==> src/design/easing_interpolator_top_assert.svh <==
// Assertion macros used by the easing interpolator top level.
`ifndef EASING_INTERPOLATOR_TOP_ASSERT_SVH
`define EASING_INTERPOLATOR_TOP_ASSERT_SVH
`ifndef SYNTHESIS
`define EI_ASSERT_IMPLY(label, clk, rst_n, cond, expr) \
    label: assert property (@(posedge clk) disable iff (!rst_n) (cond) |-> (expr)) \
        else $error("easing interpolator check failed");
`define EI_ASSERT_NEXT(label, clk, rst_n, cond, expr) \
    label: assert property (@(posedge clk) disable iff (!rst_n) (cond) |=> (expr)) \
        else $error("easing interpolator check failed");
`else
`define EI_ASSERT_IMPLY(label, clk, rst_n, cond, expr)
`define EI_ASSERT_NEXT(label, clk, rst_n, cond, expr)
`endif
`endif

==> src/design/ei_pkg.sv <==
// Package with the request and response types of the easing interpolator.
package ei_pkg;

    localparam int VALUE_WIDTH = 32;
    localparam int TIME_WIDTH  = 32;

    typedef enum logic [1:0] {
        EASE_LINEAR      = 2'd0,
        EASE_QUINT_IN    = 2'd1,
        EASE_QUINT_OUT   = 2'd2,
        EASE_QUAD_IN_OUT = 2'd3
    } ease_mode_t;

    typedef struct packed {
        ease_mode_t                     ease_mode;
        logic signed [VALUE_WIDTH-1:0]  start_value;
        logic signed [VALUE_WIDTH-1:0]  dest_value;
        logic [TIME_WIDTH-1:0]          start_time;
        logic [TIME_WIDTH-1:0]          end_time;
        logic [TIME_WIDTH-1:0]          now_time;
    } ei_req_t;

    typedef struct packed {
        logic signed [VALUE_WIDTH-1:0]  current_value;
        logic                           finished;
    } ei_rsp_t;

endpackage

==> src/design/ei_div.sv <==
// Pipelined restoring divider giving a fraction of progress, one quotient bit per stage.
module ei_div #(
    parameter int PROGRESS_BITS = 16
) (
    input  logic                              clk,
    input  logic [PROGRESS_BITS-1:0]          en,
    input  logic [ei_pkg::TIME_WIDTH-1:0]     num,
    input  logic [ei_pkg::TIME_WIDTH-1:0]     den,
    output logic [PROGRESS_BITS-1:0]          quo
);

    localparam int TW = ei_pkg::TIME_WIDTH;
    localparam int PB = PROGRESS_BITS;

    logic [TW-1:0] rem_reg [PB];
    logic [TW-1:0] den_reg [PB];
    logic [PB-1:0] quo_reg [PB];
    logic [TW-1:0] rem_next [PB];
    logic [PB-1:0] quo_next [PB];

    always_comb
    begin
        logic [TW-1:0] rem_src;
        logic [TW-1:0] den_src;
        logic [PB-1:0] quo_src;
        logic [TW:0]   shifted;
        for (int i = 0; i < PB; i++)
        begin
            if (i == 0)
            begin
                rem_src = num;
                den_src = den;
                quo_src = '0;
            end
            else
            begin
                rem_src = rem_reg[i-1];
                den_src = den_reg[i-1];
                quo_src = quo_reg[i-1];
            end
            shifted = {rem_src, 1'b0};
            if (shifted >= {1'b0, den_src})
            begin
                rem_next[i] = TW'(shifted - {1'b0, den_src});
                quo_next[i] = {quo_src[PB-2:0], 1'b1};
            end
            else
            begin
                rem_next[i] = shifted[TW-1:0];
                quo_next[i] = {quo_src[PB-2:0], 1'b0};
            end
        end
    end

    always_ff @(posedge clk)
    begin
        for (int i = 0; i < PB; i++)
        begin
            if (en[i])
            begin
                rem_reg[i] <= rem_next[i];
                quo_reg[i] <= quo_next[i];
                den_reg[i] <= (i == 0) ? den : den_reg[i-1];
            end
        end
    end

    assign quo = quo_reg[PB-1];

endmodule

==> config.mk <==
export PLATFORM = sky130hd
export DESIGN_NAME = ei_div
export DESIGN_NICKNAME = d
export VERILOG_FILES = /design/src/design/easing_interpolator_top_assert.svh /design/src/design/ei_pkg.sv /design/src/design/ei_div.sv
export SDC_FILE = /design/constraint.sdc
export NUM_CORES = 2
export LEC_CHECK = 0
export ABC_AREA = 1
export BUFFER_PORTS_ARGS = -buffer_cell sky130_fd_sc_hd__buf_2
export CORE_MARGIN = 2
export CORE_UTILIZATION = 45
export DETAILED_ROUTE_END_ITERATION = 16
export PLACE_DENSITY_LB_ADDON = 0.1
export SYNTH_ARGS = -nofsm -noshare
export SYNTH_HDL_FRONTEND = slang
export SYNTH_SLANG_ARGS = --single-unit
==> constraint.sdc <==
create_clock -name clk -period 5.9 [get_ports clk]
set_clock_uncertainty 0.1 [all_clocks]
set_input_delay 0 -clock clk [delete_from_list [all_inputs] [get_ports clk]]
set_output_delay 0 -clock clk [all_outputs]
set_load 0.02 [all_outputs]
=== Word-level counts from Yosys, hierarchy flattened ===
Memories as Yosys holds them, arrays and structs flattened.
Cells that the tools add are included.

* Memory bits (read-only): 0
* Input bits: 81
* Register bits after elaboration: 0
* Memories kept: 3
* Bits in writable memories: 1280
* Output and inout bits: 16
* Logic and storage cells: 99
* Latch bits: 0

{| class="wikitable"
|+ Memories
! memory !! depth !! width !! read ports !! clocked after Yosys merged registers in !! write ports !! RTL line !! source
|-
| den_reg || 16 || 32 || 15 || 0 || 16 || ei_div.sv:16 || <nowiki>logic [TW-1:0] den_reg [PB];</nowiki>
|-
| rem_reg || 16 || 32 || 15 || 0 || 16 || ei_div.sv:15 || <nowiki>logic [TW-1:0] rem_reg [PB];</nowiki>
|-
| quo_reg || 16 || 16 || 16 || 0 || 16 || ei_div.sv:17 || <nowiki>logic [PB-1:0] quo_reg [PB];</nowiki>
|}

* Add/subtract/negate cells: 16
* Multiply operators: 0
* Shift operators: 0
* Order comparisons: 16
* Reduce and logical (&&, ||, !) cells: 0
* Bitwise logic cells: 0
* Mux-type cells: 64
* Div/mod/pow operators: 0
* Equality and inequality tests: 0

{| class="wikitable"
|+ Operator list
! operator !! number
|-
| 33-bit by 32-bit >= comparator with 1-bit output || 16
|-
| 32-bit 2-to-1 mux || 16
|-
| 32-bit subtractor || 16
|-
| 1-bit 2-to-1 mux || 48
|}

=== Logic depth before layout (Yosys ltp) ===
An unclocked memory read counts as a cell.

* Depth after elaboration: 3
* Mapped depth: 17
* Mapped depth without buffers: 15

=== Worst setup path after synthesis ===
OpenSTA, ideal clock, no wires.

* Path type: register to register
* Start point: mem rem_reg[0][219] (netlist name)
* End point: mem rem_reg[0][244] (netlist name) (data pin)
* Library setup time: 0.253 ns
* Clock period less this slack: 2.087 ns
* Data arrival time: 1.734 ns
* Slack: 3.813 ns
* Data required time: 5.547 ns
* Stages on the path, launching flop included: 13
* Cells stage by stage: edfxtp_1 ha_1 nand2_1 inv_1 a21oi_1 nor2_1 nor2_1 nand2_1 nor2_4 nand2_4 buf_12 nand3_1 nand2_1

{| class="wikitable"
|+ RTL lines
! what !! RTL line
|-
| from (decl) || ei_div.sv:15
|}

==> results.tsv <==
stage	metric	value	unit
run_status	status	finished, final reports clean	
setup_path	cp-start-kind	flip-flop	
global_routing	track_usage	29.8	%
global_routing	grt_overflow	0	
layout	fin_util	49.8	%
floorplan	dieArea	182000	sq um
clocking	post_cts_buffers	0	
floorplan	die_w	427	um
synthesis	synth_nets	11600	
sta	clock.fmax	0.262	GHz
clocking	cts_tree	done	
global_routing	antenna_found_initial	4	
layout	final_common_cell	nand2_1	
placed_design	numPortBuffers	96	
layout	drive_gt1_share	5.26	%
synthesis	synth_seq_area_share	41.0	%
sta	tns	0	ps
placed_design	gp_congestion	0.961	
synthesis	synth_largest_area_cell	edfxtp_1	
sta	hold_viol_final	0	
drt	wirelength	274000	um
clocking	cts_sinks	1096	
floorplan	dieHeight	427	um
sta	whs	51.9	ps
layout	multiInputGateArea	37700	sq um
setup_path	r2r_slack	2080	ps
setup_path	crit_type	flip-flop to flip-flop	
floorplan	coreArea	178000	sq um
setup_path	arrival	4210	ps
sta	rsz0062_at_grt	no	
sta	period_minus_slack	3820	ps
drt	drt_pre_antenna_iters	6	
drt	ant_nets	0	
synthesis	ys_dominant_reg_cell	edfxtp_1	
synthesis	synthArstFlopShare	0	%
power_and_ir_drop	p_per_area	516	nW/um^2
global_routing	grt_pass1_vias	65700	
sta	maxSlewHeadroom	29.3	%
layout	area_growth	10.2	%
clocking	cts-buffers-inserted	131	
setup_path	cp-end-kind	flip-flop	
layout	fill_cells	17700	
floorplan	ios	97	
setup_path	crit_start	den_reg[0][187]	
sta	fin_crit_sh	64.7	%
hold_path	hold_path_class	primary input to flip-flop	
synthesis	yosys_warnings	0	
sta	setup_viol	0	
synthesis	synth-edff-count	1096	
drt	via_per_inst	5.06	
layout	finalInstanceArea	88500	sq um
global_routing	grt_pass1_wl	407000	um
sta	max_slew.worst_pin.slew	1060	ps
drt	drt_iter0_drc	6629	
clocking	cts_buffer_depth	3	
global_routing	grt_max_degree	74	
synthesis	syn_avg_cell_area	7.32	sq um
synthesis	synth.cell_area	80300	sq um
layout	final_cell_mix	nand2_1 (4338), inv_1 (2286), edfxtp_1 (1096), nand3_1 (727), nor2_1 (557)	
synthesis	synth.top_cells.by_area	edfxtp_1 (41%), nand2_1 (20%), inv_1 (11%), ha_1 (8.0%), nand3_1 (4.5%)	
flow_run	max_cap_violations	0	
setup_path	worst-path-max-fanout	33	
synthesis	ys_ff_latch	1096	
floorplan	start_util	45.2	%
power_and_ir_drop	p_leak	46.5	nW
synthesis	postSynthCellCount	11000	
drt	drc	0	
layout	seq_area	32900	sq um
clocking	post_cts_resized	0	
layout	layoutNonFillerInstCount	13700	
floorplan	rows	155	
setup_path	cp.required	6290	ps
drt	wl_per_cell	20.0	um
placed_design	hpwl	220000	um
hold_path	min_from	num[18]	
drt	vias	69100	
clocking	ctsRootBufferMaster	clkbuf_16	
sta	drv_slew	0	
placed_design	dpl-instance-area	82900	sq um
clocking	h-tree-depth	4	
synthesis	synth_cell_type_count	34	
layout	nets	11800	
power_and_ir_drop	ir_worst_vdd	0.000232	V
synthesis	synth_top_area_share	41.0	%
clocking	path_clk_slew	60	ps
clocking	insertion_delay	810	ps
placed_design	place_inst	13300	
setup_path	rr_startpoint	den_reg[0][187]	
-- report_power, final --
group          total [mW]  leakage, nW  switching [mW]  internal (mW)
clock                8.40         2.13            3.53           4.87
combinational        23.8         33.6            16.3           7.49
sequential           13.5         10.8            1.89           11.6
total                45.7         46.5            21.7           24.0
-- worst max-delay path: stages, from the launching register on --
cell and delay, ps:
edfxtp_1 380, inv_1 230, ha_1 350, nand2_1 180
inv_1 60, nand2_1 60, nand2_1 60, a21oi_1 180
nand2_2 90, nor2_4 760, nand2_8 320, o21ai_0 720
-- routing by layer --
layer | GRT usage, % | vias up | share of wire (%)
met5 | 0 | - | 0.012
li1 | - | 34600 | -
met4 | 11.2 | 4 | 4.1
met2 | 48.7 | 2091 | 46
met3 | 3.35 | 453 | 5.2
met1 | 40.5 | 32000 | 45
-- final cells by class --
cell class                      count  area share (%)
Multi-Input combinational cell   7448            42.6
Antenna cell                        1         0.00283
Clock buffer                      148            3.80
Timing Repair Buffer              243            2.17
Inverter                         2293            9.73
Sequential cell                  1096            37.2
Tap cell                         2355            3.33
Clock inverter                     89            1.19
-- cells by family (layout without fill, tap and decap cells) --
kind of cell               Yosys count  in the layout  synth area share [%]
adders and majority gates          526            526                  8.33
xor gates and xnor gates           210            210                  2.29
buffers and inverters             2426           2773                  12.1
and+or+nand+nor                   6333           6333                  33.9
other                                0              1                     0
AOI/OAI and AO/OA                  379            379                  2.44
DFF                               1096           1096                  41.0
-- stage by stage --
stage               worst slack (ps)  power (mW)
global route                    2030        49.2
detailed placement              2260        37.0
CTS                             2250        45.6
floorplan                       3810        29.6
global placement                2270        37.0
finish                          2080        45.7
-- Yosys cell counts (17+ instances only) --
master / n
nand2_1: 4338
inv_1: 2286
edfxtp_1: 1096
nand3_1: 727
nor2_1: 557
ha_1: 511
a21oi_1: 333
xor2_1: 195
nand3b_1: 153
and2_1: 125
nand3_2: 122
nor3_1: 118
buf_2: 70
nand2_2: 50
nand4_1: 47
buf_6: 44
nor2_2: 39
o21ai_0: 21
nand2_4: 17
-- repair_timing --
action,4_1_cts,5_1_grt
hold endpoints to repair,843,0
hold buffers,126,0
setup endpoints to repair,0,0
-- path summary, 6_finish.rpt --
| path | to | cells past startpoint |
|---|---|---|
| min | rem_reg[0][19] | 4 |
| min reg2reg | quo_reg[1][69] | 0 |
| max | rem_reg[0][193] | 11 |
| max reg2reg | rem_reg[0][193] | 11 |
Power figures use the tool's default switching activity.
